[src/lalr_pkg.sv]
// shared types and constants of the line average lamp regulator
// no dependencies; imported by every module of the block
`default_nettype none

package lalr_pkg;

    localparam int MAX_LINE_PIXELS  = 4096;
    localparam int MAX_ADJUST_LINES = 8;

    localparam int PIX_W  = 8;
    localparam int REF_W  = 16;
    localparam int TGT_W  = 8;
    localparam int IDX_W  = $clog2(MAX_LINE_PIXELS + 1);
    localparam int SUM_W  = $clog2(MAX_LINE_PIXELS * 255 + 1);
    localparam int LINE_W = $clog2(MAX_ADJUST_LINES + 1);
    localparam int BEG_W  = 12;
    localparam int END_W  = 13;
    localparam int CNT_W  = $clog2(SUM_W);

    localparam logic [TGT_W-1:0] BAND = 8'd5;

    // configuration port
    localparam int ADDR_W = 5;
    localparam int DATA_W = 32;

    localparam logic [2:0] REG_TARGET    = 3'd0;
    localparam logic [2:0] REG_INIT_REF  = 3'd1;
    localparam logic [2:0] REG_MAX_REF   = 3'd2;
    localparam logic [2:0] REG_WIN_BEGIN = 3'd3;
    localparam logic [2:0] REG_WIN_END   = 3'd4;

    localparam logic [TGT_W-1:0] TARGET_RST    = 8'd128;
    localparam logic [REF_W-1:0] INIT_REF_RST  = 16'd0;
    localparam logic [REF_W-1:0] MAX_REF_RST   = 16'd2000;
    localparam logic [BEG_W-1:0] WIN_BEGIN_RST = 12'd300;
    localparam logic [END_W-1:0] WIN_END_RST   = 13'd3796;

    typedef struct packed {
        logic [TGT_W-1:0] target_level;
        logic [REF_W-1:0] initial_reference;
        logic [REF_W-1:0] max_reference;
        logic [BEG_W-1:0] window_begin;
        logic [END_W-1:0] window_end;
    } cfg_t;

    typedef struct packed {
        logic take;
        logic div_step;
        logic finish;
    } cmd_t;

    typedef struct packed {
        logic line_end;
        logic div_last;
        logic out_free;
    } sts_t;

endpackage

`default_nettype wire

[src/lalr_cfg.sv]
// apb register file holding the regulator configuration
// depends on lalr_pkg
`default_nettype none

module lalr_cfg (
    input  logic                      clk,
    input  logic                      rst_n,
    input  logic                      psel,
    input  logic                      penable,
    input  logic                      pwrite,
    input  logic [lalr_pkg::ADDR_W-1:0] paddr,
    input  logic [lalr_pkg::DATA_W-1:0] pwdata,
    output logic [lalr_pkg::DATA_W-1:0] prdata,
    output logic                      pready,
    output lalr_pkg::cfg_t            cfg
);
    import lalr_pkg::*;

    cfg_t       cfg_reg;
    logic       wr_en;
    logic [2:0] reg_index;

    assign pready    = 1'b1;
    assign wr_en     = psel && penable && pwrite;
    assign reg_index = paddr[ADDR_W-1:2];
    assign cfg       = cfg_reg;

    always_ff @(posedge clk or negedge rst_n)
    begin
        if (!rst_n)
        begin
            cfg_reg.target_level      <= TARGET_RST;
            cfg_reg.initial_reference <= INIT_REF_RST;
            cfg_reg.max_reference     <= MAX_REF_RST;
            cfg_reg.window_begin      <= WIN_BEGIN_RST;
            cfg_reg.window_end        <= WIN_END_RST;
        end
        else if (wr_en)
        begin
            unique case (reg_index)
                REG_TARGET:    cfg_reg.target_level      <= pwdata[TGT_W-1:0];
                REG_INIT_REF:  cfg_reg.initial_reference <= pwdata[REF_W-1:0];
                REG_MAX_REF:   cfg_reg.max_reference     <= pwdata[REF_W-1:0];
                REG_WIN_BEGIN: cfg_reg.window_begin      <= pwdata[BEG_W-1:0];
                REG_WIN_END:   cfg_reg.window_end        <= pwdata[END_W-1:0];
                default:
                begin
                end
            endcase
        end
    end

    always_comb
    begin
        prdata = '0;
        unique case (reg_index)
            REG_TARGET:    prdata[TGT_W-1:0] = cfg_reg.target_level;
            REG_INIT_REF:  prdata[REF_W-1:0] = cfg_reg.initial_reference;
            REG_MAX_REF:   prdata[REF_W-1:0] = cfg_reg.max_reference;
            REG_WIN_BEGIN: prdata[BEG_W-1:0] = cfg_reg.window_begin;
            REG_WIN_END:   prdata[END_W-1:0] = cfg_reg.window_end;
            default:       prdata = '0;
        endcase
    end

endmodule

`default_nettype wire

[src/lalr_ctrl.sv]
// controller: sequences pixel intake, the bit-serial divide and the line finish
// depends on lalr_pkg
`default_nettype none

module lalr_ctrl (
    input  logic           clk,
    input  logic           rst_n,
    input  logic           in_valid,
    input  lalr_pkg::sts_t sts,
    output lalr_pkg::cmd_t cmd
);
    import lalr_pkg::*;

    localparam logic [1:0] ST_PIXEL  = 2'd0;
    localparam logic [1:0] ST_DIVIDE = 2'd1;
    localparam logic [1:0] ST_FINISH = 2'd2;

    logic [1:0] state_reg;
    logic [1:0] state_next;

    always_ff @(posedge clk or negedge rst_n)
    begin
        if (!rst_n)
            state_reg <= ST_PIXEL;
        else
            state_reg <= state_next;
    end

    always_comb
    begin
        state_next   = state_reg;
        cmd.take     = 1'b0;
        cmd.div_step = 1'b0;
        cmd.finish   = 1'b0;
        unique case (state_reg)
            ST_PIXEL:
            begin
                cmd.take = 1'b1;
                if (in_valid && sts.line_end)
                    state_next = ST_DIVIDE;
            end
            ST_DIVIDE:
            begin
                cmd.div_step = 1'b1;
                if (sts.div_last)
                    state_next = ST_FINISH;
            end
            ST_FINISH:
            begin
                // wait until the output register can take the line result
                cmd.finish = sts.out_free;
                if (sts.out_free)
                    state_next = ST_PIXEL;
            end
            default:
                state_next = ST_PIXEL;
        endcase
    end

`ifndef SYNTHESIS
    a_divide_length: assert property (@(posedge clk) disable iff (!rst_n)
        (state_reg == ST_PIXEL && in_valid && sts.line_end) |=> (state_reg == ST_DIVIDE))
        else $error("line end not followed by divide");
    a_finish_returns: assert property (@(posedge clk) disable iff (!rst_n)
        cmd.finish |=> (state_reg == ST_PIXEL))
        else $error("finish did not return to pixel intake");
    a_no_take_busy: assert property (@(posedge clk) disable iff (!rst_n)
        (cmd.div_step && !sts.div_last) |=> (state_reg == ST_DIVIDE))
        else $error("divide left early");
`endif

endmodule

`default_nettype wire

[src/lalr_dp.sv]
// datapath: window accumulator, restoring divider, reference update, output register
// depends on lalr_pkg
`default_nettype none

module lalr_dp (
    input  logic                      clk,
    input  logic                      rst_n,
    input  lalr_pkg::cfg_t            cfg,
    input  lalr_pkg::cmd_t            cmd,
    output lalr_pkg::sts_t            sts,
    input  logic                      in_valid,
    input  logic [lalr_pkg::PIX_W-1:0]  pixel_value,
    input  logic                      line_last,
    input  logic                      run_start,
    input  logic                      out_ready,
    output logic                      out_valid,
    output logic [lalr_pkg::PIX_W-1:0]  line_average,
    output logic [lalr_pkg::REF_W-1:0]  lamp_reference,
    output logic                      run_done,
    output logic                      within_band,
    output logic [lalr_pkg::LINE_W-1:0] line_number
);
    import lalr_pkg::*;

    // run state
    logic [IDX_W-1:0]  pixel_index_reg;
    logic [SUM_W-1:0]  window_sum_reg;
    logic [REF_W-1:0]  reference_reg;
    logic [LINE_W-1:0] line_count_reg;
    logic              finished_reg;

    // divider
    logic [SUM_W-1:0]  div_dq_reg;
    logic [END_W-1:0]  div_rem_reg;
    logic [END_W-1:0]  div_d_reg;
    logic [CNT_W-1:0]  div_cnt_reg;
    logic              avg_zero_reg;

    // output register
    logic              out_valid_reg;
    logic [PIX_W-1:0]  line_average_reg;
    logic [REF_W-1:0]  lamp_reference_reg;
    logic              run_done_reg;
    logic              within_band_reg;
    logic [LINE_W-1:0] line_number_reg;

    logic              pix_en;
    logic              active;
    logic [IDX_W-1:0]  idx_base;
    logic [SUM_W-1:0]  sum_base;
    logic              in_range;
    logic              in_win;
    logic [SUM_W-1:0]  sum_next;
    logic [IDX_W-1:0]  idx_next;
    logic [REF_W-1:0]  start_ref;

    logic [END_W:0]    trial;
    logic              trial_ge;
    logic [END_W-1:0]  rem_next;

    logic [PIX_W-1:0]  avg;
    logic              above;
    logic [PIX_W-1:0]  err;
    logic              in_band;
    logic [REF_W-1:0]  half;
    logic [REF_W:0]    ref_adj;
    logic [REF_W-1:0]  ref_clamped;
    logic              adjust;
    logic              done;
    logic [REF_W-1:0]  ref_new;

    assign pix_en   = in_valid && cmd.take;
    assign active   = run_start || !finished_reg;
    assign idx_base = run_start ? '0 : pixel_index_reg;
    assign sum_base = run_start ? '0 : window_sum_reg;
    assign in_range = idx_base < IDX_W'(MAX_LINE_PIXELS);
    assign in_win   = in_range && (idx_base >= {1'b0, cfg.window_begin})
                      && (idx_base < cfg.window_end);
    assign sum_next = sum_base + (in_win ? SUM_W'(pixel_value) : '0);
    assign idx_next = in_range ? idx_base + 1'b1 : idx_base;
    assign start_ref = (cfg.initial_reference > cfg.max_reference) ?
                       cfg.max_reference : cfg.initial_reference;

    // one quotient bit per cycle, msb first
    assign trial    = {div_rem_reg, div_dq_reg[SUM_W-1]};
    assign trial_ge = trial >= {1'b0, div_d_reg};
    assign rem_next = trial_ge ? END_W'(trial - {1'b0, div_d_reg}) : END_W'(trial);

    // line finish: error against target and reference move
    assign avg     = avg_zero_reg ? '0 : div_dq_reg[PIX_W-1:0];
    assign above   = avg > cfg.target_level;
    assign err     = above ? avg - cfg.target_level : cfg.target_level - avg;
    assign in_band = err <= BAND;
    assign half    = REF_W'(err[PIX_W-1:1]);
    assign ref_adj = above ? ((half > reference_reg) ? '0 : {1'b0, reference_reg - half})
                           : {1'b0, reference_reg} + {1'b0, half};
    assign ref_clamped = (ref_adj > {1'b0, cfg.max_reference}) ?
                         cfg.max_reference : ref_adj[REF_W-1:0];
    assign adjust  = !in_band && (line_count_reg != '0);
    assign done    = in_band || (adjust && line_count_reg >= LINE_W'(MAX_ADJUST_LINES));
    assign ref_new = adjust ? ref_clamped : reference_reg;

    assign sts.line_end = line_last && active;
    assign sts.div_last = div_cnt_reg == CNT_W'(SUM_W - 1);
    assign sts.out_free = !out_valid_reg || out_ready;

    always_ff @(posedge clk or negedge rst_n)
    begin
        if (!rst_n)
        begin
            pixel_index_reg <= '0;
            window_sum_reg  <= '0;
            reference_reg   <= '0;
            line_count_reg  <= '0;
            finished_reg    <= 1'b1;
            div_cnt_reg     <= '0;
            out_valid_reg   <= 1'b0;
        end
        else
        begin
            if (pix_en)
            begin
                if (run_start)
                begin
                    reference_reg  <= start_ref;
                    line_count_reg <= '0;
                    finished_reg   <= 1'b0;
                end
                if (active)
                begin
                    if (line_last)
                    begin
                        pixel_index_reg <= '0;
                        window_sum_reg  <= '0;
                        div_cnt_reg     <= '0;
                    end
                    else
                    begin
                        pixel_index_reg <= idx_next;
                        window_sum_reg  <= sum_next;
                    end
                end
            end
            if (cmd.div_step)
                div_cnt_reg <= sts.div_last ? '0 : div_cnt_reg + 1'b1;
            if (cmd.finish)
            begin
                reference_reg <= ref_new;
                finished_reg  <= done;
                if (!done)
                    line_count_reg <= line_count_reg + 1'b1;
                out_valid_reg <= 1'b1;
            end
            else if (out_ready)
                out_valid_reg <= 1'b0;
        end
    end

    // divider operands and result payload
    always_ff @(posedge clk)
    begin
        if (pix_en && active && line_last)
        begin
            div_dq_reg   <= sum_next;
            div_rem_reg  <= '0;
            div_d_reg    <= END_W'(cfg.window_end - {1'b0, cfg.window_begin});
            avg_zero_reg <= !(cfg.window_end > {1'b0, cfg.window_begin});
        end
        else if (cmd.div_step)
        begin
            div_dq_reg  <= {div_dq_reg[SUM_W-2:0], trial_ge};
            div_rem_reg <= rem_next;
        end
        if (cmd.finish)
        begin
            line_average_reg   <= avg;
            lamp_reference_reg <= ref_new;
            run_done_reg       <= done;
            within_band_reg    <= in_band;
            line_number_reg    <= line_count_reg;
        end
    end

    assign out_valid      = out_valid_reg;
    assign line_average   = line_average_reg;
    assign lamp_reference = lamp_reference_reg;
    assign run_done       = run_done_reg;
    assign within_band    = within_band_reg;
    assign line_number    = line_number_reg;

`ifndef SYNTHESIS
    a_line_clears: assert property (@(posedge clk) disable iff (!rst_n)
        (pix_en && sts.line_end) |=> (pixel_index_reg == '0 && window_sum_reg == '0))
        else $error("line state not cleared at line end");
    a_div_wraps: assert property (@(posedge clk) disable iff (!rst_n)
        (cmd.div_step && sts.div_last) |=> (div_cnt_reg == '0))
        else $error("divide counter did not wrap");
    a_done_matches: assert property (@(posedge clk) disable iff (!rst_n)
        cmd.finish |=> (run_done_reg == finished_reg))
        else $error("run done flag disagrees with run state");
    a_line_bound: assert property (@(posedge clk) disable iff (!rst_n)
        !finished_reg |-> (line_count_reg <= LINE_W'(MAX_ADJUST_LINES)))
        else $error("line count beyond adjustment limit");
`endif

endmodule

`default_nettype wire

[src/line_average_lamp_regulator.sv]
// line average lamp regulator, top level: register file, controller and datapath
// depends on lalr_pkg, lalr_cfg, lalr_ctrl, lalr_dp
// throughput: one pixel per cycle within a line; a line-end pixel stalls input through the
//   bit-serial divide and the finish state, longer while the last result waits on m_tready
// output: the line result goes valid on m_tvalid once the divide and the finish state are through
// reset: asynchronous, active low; registers to defaults, no run active, output empty
`default_nettype none

module line_average_lamp_regulator (
    input  logic                        clk,
    input  logic                        rst_n,
    input  logic                        s_tvalid,
    output logic                        s_tready,
    input  logic [7:0]                  s_tdata,  // [7:0] pixel_value
    input  logic                        s_tlast,  // line_last
    input  logic                        s_tuser,  // run_start
    output logic                        m_tvalid,
    input  logic                        m_tready,
    output logic [31:0]                 m_tdata,  // [7:0] line_average, [23:8] lamp_reference,
                                                  // [27:24] line_number, [31:28] zero
    output logic                        m_tlast,  // run_done
    output logic                        m_tuser,  // within_band
    input  logic                        psel,
    input  logic                        penable,
    input  logic                        pwrite,
    input  logic [lalr_pkg::ADDR_W-1:0] paddr,
    input  logic [lalr_pkg::DATA_W-1:0] pwdata,
    output logic [lalr_pkg::DATA_W-1:0] prdata,
    output logic                        pready
);
    import lalr_pkg::*;

    cfg_t              cfg;
    cmd_t              cmd;
    sts_t              sts;
    logic [PIX_W-1:0]  line_average;
    logic [REF_W-1:0]  lamp_reference;
    logic [LINE_W-1:0] line_number;

    lalr_cfg u_cfg (
        .clk     (clk),
        .rst_n   (rst_n),
        .psel    (psel),
        .penable (penable),
        .pwrite  (pwrite),
        .paddr   (paddr),
        .pwdata  (pwdata),
        .prdata  (prdata),
        .pready  (pready),
        .cfg     (cfg)
    );

    lalr_ctrl u_ctrl (
        .clk      (clk),
        .rst_n    (rst_n),
        .in_valid (s_tvalid),
        .sts      (sts),
        .cmd      (cmd)
    );

    lalr_dp u_dp (
        .clk            (clk),
        .rst_n          (rst_n),
        .cfg            (cfg),
        .cmd            (cmd),
        .sts            (sts),
        .in_valid       (s_tvalid),
        .pixel_value    (s_tdata),
        .line_last      (s_tlast),
        .run_start      (s_tuser),
        .out_ready      (m_tready),
        .out_valid      (m_tvalid),
        .line_average   (line_average),
        .lamp_reference (lamp_reference),
        .run_done       (m_tlast),
        .within_band    (m_tuser),
        .line_number    (line_number)
    );

    assign s_tready = cmd.take;
    assign m_tdata  = {{(32 - PIX_W - REF_W - LINE_W){1'b0}},
                       line_number, lamp_reference, line_average};

endmodule

`default_nettype wire

[config.mk]
export PLATFORM = sky130hd
export DESIGN_NAME = line_average_lamp_regulator
export DESIGN_NICKNAME = d
export VERILOG_FILES = /design/src/lalr_pkg.sv /design/src/lalr_cfg.sv /design/src/lalr_ctrl.sv /design/src/lalr_dp.sv /design/src/line_average_lamp_regulator.sv
export SDC_FILE = /design/constraint.sdc
export NUM_CORES = 1
export LEC_CHECK = 0
export BUFFER_PORTS_ARGS = -buffer_cell sky130_fd_sc_hd__buf_2
export CAP_MARGIN = 20
export CORE_ASPECT_RATIO = 1.1
export CORE_MARGIN = 3
export CORE_UTILIZATION = 31
export DETAILED_ROUTE_END_ITERATION = 16
export REMOVE_ABC_BUFFERS = 1
export SYNTH_ARGS = -nofsm -noshare
export SYNTH_HDL_FRONTEND = slang
export SYNTH_HIERARCHICAL = 1
export SYNTH_SLANG_ARGS = --single-unit
[constraint.sdc]
create_clock -name clk -period 9.2 [get_ports clk]
set_input_delay 0.92 -clock clk [delete_from_list [all_inputs] [get_ports clk]]
set_output_delay 0.92 -clock clk [all_outputs]
set_load 0.01 [all_outputs]
# After elaboration in Yosys (flattened, before gate mapping)
# Index checks and enable logic that the tools add are counted.
[word_totals] output_inout_bits=69 mem_bits_ro=0 elab_cells=134 mem_bits_rw=0 ff_bits=204 memories=0 latchBits=0
[classes] shift=0 multipliers=0 n_div=0 n_lt_le_gt_ge=11 n_bitwise=0 add_sub_neg=10 n_reduce_logical=37 n_eq_ne=10 mux=44
[op_table] operator="$mux 16" n=7
[op_table] operator="$mux 20" n=4
[op_table] operator="$mux 13" n=4
[op_table] operator="$pmux 8 s5" n=1
[op_table] operator="$mux 5" n=5
[op_table] operator="$mux 8" n=3
[op_table] operator="$add 20x20->20" n=1
[op_table] operator="$add 16x7->17" n=1
[op_table] operator="$gt 17x16->1" n=1
[op_table] operator="$mux 17" n=1
[op_table] operator="$gt 16x16->1" n=1
[op_table] operator="$gt 7x16->1" n=1
[op_table] operator="$mux 4" n=4
[op_table] operator="$pmux 4 s4" n=1
[op_table] operator="$sub 16x7->16" n=1
[op_table] operator="$sub 8x8->8" n=2
[op_table] operator="$ge 14x13->1" n=1
[op_table] operator="$reduce_and 2->1" n=7
[op_table] operator="$reduce_bool 2->1" n=7
[op_table] operator="$add 13x1->13 const B" n=1
[op_table] operator="$ge 13x12->1" n=1
[op_table] operator="$gt 13x12->1" n=1
[op_table] operator="$lt 13x13->1" n=1
[op_table] operator="$lt 13x13->1 const B" n=1
[op_table] operator="other kinds (26)" n=54

# Logic depth before layout (Yosys ltp)
[logic_depth] ltp_word=10 mapped_depth=31 depth_no_buf=28

# Cells and area by module
# Netlist, hierarchy kept.
[by_module_without_submodules] module="lalr_dp" cells_per_inst=1277 area_each_um2=11469.8 instances=1
[by_module_without_submodules] module="lalr_cfg" cells_per_inst=233 area_each_um2=3168.0 instances=1
[by_module_without_submodules] module="lalr_ctrl" cells_per_inst=10 area_each_um2=106.4 instances=1
[by_module_without_submodules] module="line_average_lamp_regulator" cells_per_inst=5 area_each_um2=33.8 instances=1

# Worst setup path after synthesis
# OpenSTA, ideal clock, no wires.
[synth_path] kind="reg2reg" start="register u_dp.avg_zero_reg" end="register u_dp.lamp_reference_reg[14], in the netlist u_dp/lamp_reference[14], data pin" required_time_ps=8940 setup_ps=260 stages_incl_launch_ff=30 arrival_time_ps=6112 path_buffers=3 slack_ps=2828 cell_sequence="edfxtp_1 nand2b_1 ha_1 inv_1 fa_1 nand3_1 a21oi_2 o22a_4 clkbuf_1 mux2i_1 xnor2_1 inv_1 fa_1 a211oi_1 o31ai_1 a211oi_2 nor2_1 a32o_1 nor2_1 a21oi_1 ha_1 nand4_1 nor2_1 o21ai_0 o211ai_1 a32o_1 buf_2 buf_2 mux2_2 mux2_2"
[synth_via] elab_chain_cells=9
[synth_lines] element="start, declared" line_no="lalr_dp.sv:37" text="logic avg_zero_reg;"
[synth_lines] element="start signal, assigned" line_no="lalr_dp.sv:167" text="avg_zero_reg <= !(cfg.window_end > {1'b0, cfg.window_begin});"
[synth_lines] element="$mux 8 *" line_no="lalr_dp.sv:90" text="assign avg = avg_zero_reg ? '0 : div_dq_reg[PIX_W-1:0];"
[synth_lines] element="$sub 8x8->8 / $gt 8x8->1 (equally long branches)" line_no="lalr_dp.sv:92, lalr_dp.sv:91"
[synth_lines] element="$mux 8" line_no="lalr_dp.sv:92" text="assign err = above ? avg - cfg.target_level : cfg.target_level - avg;"
[synth_lines] element="$sub 16x7->16 / $gt 7x16->1 (equally long branches)" line_no="lalr_dp.sv:95" text="assign ref_adj = above ? ((half > reference_reg) ? '0 : {1'b0, reference_reg - half})"
[synth_lines] element="$mux 16" line_no="lalr_dp.sv:95"
[synth_lines] element="$mux 17" line_no="lalr_dp.sv:95"
[synth_lines] element="$gt 17x16->1" line_no="lalr_dp.sv:97" text="assign ref_clamped = (ref_adj > {1'b0, cfg.max_reference}) ?"
[synth_lines] element="$mux 16" line_no="lalr_dp.sv:97"
[synth_lines] element="$mux 16 *" line_no="lalr_dp.sv:101" text="assign ref_new = adjust ? ref_clamped : reference_reg;"
[synth_lines] element="via u_dp.ref_new[14]" line_no="lalr_dp.sv:70" text="logic [REF_W-1:0] ref_new;"
[synth_lines] element="end signal, assigned" line_no="lalr_dp.sv:177" text="lamp_reference_reg <= ref_new;"
[synth_lines] element="end, declared" line_no="lalr_dp.sv:42" text="logic [REF_W-1:0] lamp_reference_reg;"
# Mark *: on every way through the listed nets, which the timed path passes. The rest lies on a longest branch.
# A chain may end at the register's enable or synchronous reset.

# Worst setup path in the final report
[layout_path] start="register u_dp.avg_zero_reg" end="register u_dp.reference_reg[4]"
[layout_via] elab_chain_cells=10
[layout_lines] element="$mux 8 *" line_no="lalr_dp.sv:90"
[layout_lines] element="via u_dp.avg[2]" line_no="lalr_dp.sv:61" text="logic [PIX_W-1:0] avg;"
[layout_lines] element="$sub 8x8->8 / $gt 8x8->1 (equally long branches)" line_no="lalr_dp.sv:92, lalr_dp.sv:91"
[layout_lines] element="$mux 8" line_no="lalr_dp.sv:92"
[layout_lines] element="$sub 16x7->16 / $gt 7x16->1 (equally long branches)" line_no="lalr_dp.sv:95"
[layout_lines] element="$mux 16" line_no="lalr_dp.sv:95"
[layout_lines] element="$mux 17" line_no="lalr_dp.sv:95"
[layout_lines] element="$gt 17x16->1" line_no="lalr_dp.sv:97"
[layout_lines] element="$mux 16" line_no="lalr_dp.sv:97"
[layout_lines] element="$mux 16 *" line_no="lalr_dp.sv:101"
[layout_lines] element="via u_dp.ref_new[4]" line_no="lalr_dp.sv:70"
[layout_lines] element="$mux 16 *" line_no="lalr_dp.sv:146" text="if (cmd.finish)"
[layout_lines] element="end signal, assigned" line_no="lalr_dp.sv:125" text="reference_reg <= start_ref;"
[layout_lines] element="end signal, assigned" line_no="lalr_dp.sv:148" text="reference_reg <= ref_new;"
[layout_lines] element="end, declared" line_no="lalr_dp.sv:28" text="logic [REF_W-1:0] reference_reg;"
# Marked as above.

==> results.sh <==
export IMPL_period_share_pct=82.19
export IMPL_slew_violations=0
export IMPL_cts_root_buf="clkbuf_16"
export IMPL_period_needed_ns=7.562
export IMPL_critPathCaptureType="flop"
export IMPL_worst_pin_slew_ns=0.9576
export IMPL_track_usage_pct=15.19
export IMPL_wl_per_cell_um=17.41
export IMPL_postCtsHoldBufs=0
export IMPL_grt_max_degree=78
export IMPL_final_nets=1773
export IMPL_crit_family="compound AO/OA/AOI/OAI gates"
export IMPL_peakVddDrop_mv=0.1460
export IMPL_chipHeight_um=235.0
export IMPL_overflow=0
export IMPL_hold_path_class="in -> async"
export IMPL_grt_pass1_wl_mm=62.93
export IMPL_die_area_um2=50330
export IMPL_core_rowCount=83
export IMPL_syn_to_final_growth_pct=11.59
export IMPL_cpMaxStageDelayCell="a32o_1"
export IMPL_worstSetupPathDepth=26
export IMPL_via_per_inst=5.132
export IMPL_dpl_hpwl_mm=29.47
export IMPL_crit_path_frequent_cell="nor2_1"
export IMPL_syn_inst=1525
export IMPL_largest_reg_flops=65
export IMPL_power_leakage_nw=7.348
export IMPL_critPathMaxFanout=17
export IMPL_drc=0
export IMPL_async_flop_share_pct=62.25
export IMPL_clock_fmax_ghz=0.1322
export IMPL_startpoint_type="flop"
export IMPL_ant_nets=0
export IMPL_ys_seq_elements=204
export IMPL_hold_viol_final=0
export IMPL_io_pins=123
export IMPL_yosysTopAreaCell="dfrtp_1"
export IMPL_synth_flop_cell="dfrtp_1"
export IMPL_clk_pin_slew_ns=0.06
export IMPL_drive_gt1_share_pct=17.16
export IMPL_cts_tree="yes"
export IMPL_crit_arrival_ns=7.99
export IMPL_synth_cell_area_um2=14780
export IMPL_fin_setup_tns_ns=0
export IMPL_drt_iter0_drc=756
export IMPL_antenna_found_initial=1
export IMPL_ys_warnings_count=6
export IMPL_initial_utilization_pct=31.48
export IMPL_cts_setup_buffers=0
export IMPL_synth_area_top_cells="dfrtp_1 18%, edfxtp_1 13%, ha_1 11%"
export IMPL_status="finished clean"
export IMPL_critical_path_max_stage_delay_ns=0.79
export IMPL_cts_buffers=25
export IMPL_numClockSinks=204
export IMPL_routed_via_count=11505
export IMPL_rsz0062_at_grt="false"
export IMPL_ys_seq_area_share_pct=36.43
export IMPL_crit_buf_inv=2
export IMPL_p_per_area_nw_per_um2=351.1
export IMPL_gp_congestion=0.8829
export IMPL_cap_violations=0
export IMPL_relSlewSlack_pct=36.09
export IMPL_avgSynthCellArea_um2=9.690
export IMPL_drt_pass1_iter_count=5
export IMPL_ff2ff_setup_slack_ns=1.64
export IMPL_io_buffers=83
export IMPL_setup_violations=0
export IMPL_cts_repair_resized=0
export IMPL_core_area_um2=46940
export IMPL_path_class="reg -> reg"
export IMPL_rr_worst_depth=26
export IMPL_grt_pass1_vias=11442
export IMPL_synth_edf_count=64
export IMPL_wirelength_mm=39.03
export IMPL_clockBufferDepth=3
export IMPL_h_tree_depth=1
export IMPL_die_w_um=214.2
export IMPL_worstPathRequired_ns=9.62
export IMPL_synth_top_area_share_pct=18.29
export IMPL_clock_latency_ns=0.53
export IMPL_post_route_util_pct=35.13
export IMPL_ys_types=96
export IMPL_skew_ns=0.01979
[layout by cell type (no fill, tap or decap), types with 26 or more instances in the layout]
master,netlist,layout
clkbuf_16,0,26
mux2_2,82,82
nor2b_1,48,48
buf_2,9,83
nand2_1,98,98
o21ai_0,113,113
a21oi_1,76,76
ha_1,127,127
nor2_1,81,80
nand3_1,37,37
and3_1,26,26
dfrtp_1,108,108
inv_1,124,124
xnor2_1,28,28
mux2i_1,46,46
edfxtp_1,64,64
nand2b_1,29,29
[final timing paths]
kind	startpoint	endpoint
min in group clk	u_dp/window_sum_reg[0]	u_dp/window_sum_reg[0]
setup reg to reg	u_dp/avg_zero_reg	u_dp/reference_reg[4]
max in group asynchronous	rst_n	u_cfg/cfg[51]
setup / recovery	u_dp/avg_zero_reg	u_dp/reference_reg[4]
hold / removal	rst_n	u_dp/line_count_reg[2]
hold reg to reg	u_dp/window_sum_reg[0]	u_dp/window_sum_reg[0]
[layout make-up]
type | count | area [µm²]
tap | 637 | 797.0
clock inverter | 8 | 40.04
multi-input combinational | 1133 | 8557
timing repair buffer | 95 | 513.0
antenna | 2 | 5.005
inverter | 126 | 473.0
sequential | 204 | 5384
fill | 4847 | 30450
clock buffer | 37 | 721.9
[stage by stage]
stage / area, µm² / hold WS [ns] / instances / setup slack [ns] / total power, mW
final: 16490 / 0.4651 / 2242 / 1.638 / 5.789
after global routing: 16490 / 0.5008 / 2241 / 1.149 / 6.309
after CTS: 16470 / 0.4758 / 2238 / 1.639 / 5.820
after detailed placement: 15710 / 0.4649 / 2193 / 1.684 / 4.846
after global placement: 15710 / 0.4488 / 2193 / 1.682 / 4.783
after floorplan: 14400 / 0.4309 / 1463 / 2.926 / 3.979
[layer usage]
| layer | part of all wire [%] | global-route usage (%) | up-vias |
|---|---|---|---|
| li1 | - | - | 5616 |
| met1 | 44 | 19.44 | 5609 |
| met2 | 50 | 26.95 | 222 |
| met3 | 3.5 | 1.888 | 58 |
| met4 | 2.8 | 4.295 | 0 |
| met5 | 0 | 0 | - |
[Yosys cell counts, types with 10 or more instances]
library cell	number
ha_1	127
inv_1	124
o21ai_0	113
dfrtp_1	108
nand2_1	98
mux2_2	82
nor2_1	81
a21oi_1	76
edfxtp_1	64
nor2b_1	48
mux2i_1	46
nand3_1	37
clkbuf_1	36
nand2b_1	29
xnor2_1	28
buf_4	27
and3_1	26
a21o_1	25
a211oi_1	22
xor2_1	21
a22oi_1	19
dfstp_2	19
o31ai_1	19
dfxtp_1	13
nor3_1	11
o21a_1	11
mux2_1	10
nand4_1	10
[cells by family after synthesis]
group	share of synthesized area (%)
DFF	36.43
and+or+nand+nor	13.94
xor gates and xnor gates	2.904
AOI/OAI and AO/OA	18.31
other	0.07619
buffers and inverters	6.248
muxes	10.38
adders and majority gates	11.70
[report_power, final]
group          internal [mW]  total, mW  leakage, nW  switching (mW)
logic                   1.47       3.41         4.65            1.94
clock network          0.540      0.930        0.376           0.390
registers               1.23       1.45         2.32           0.225
(Power assumes the default switching activity.)
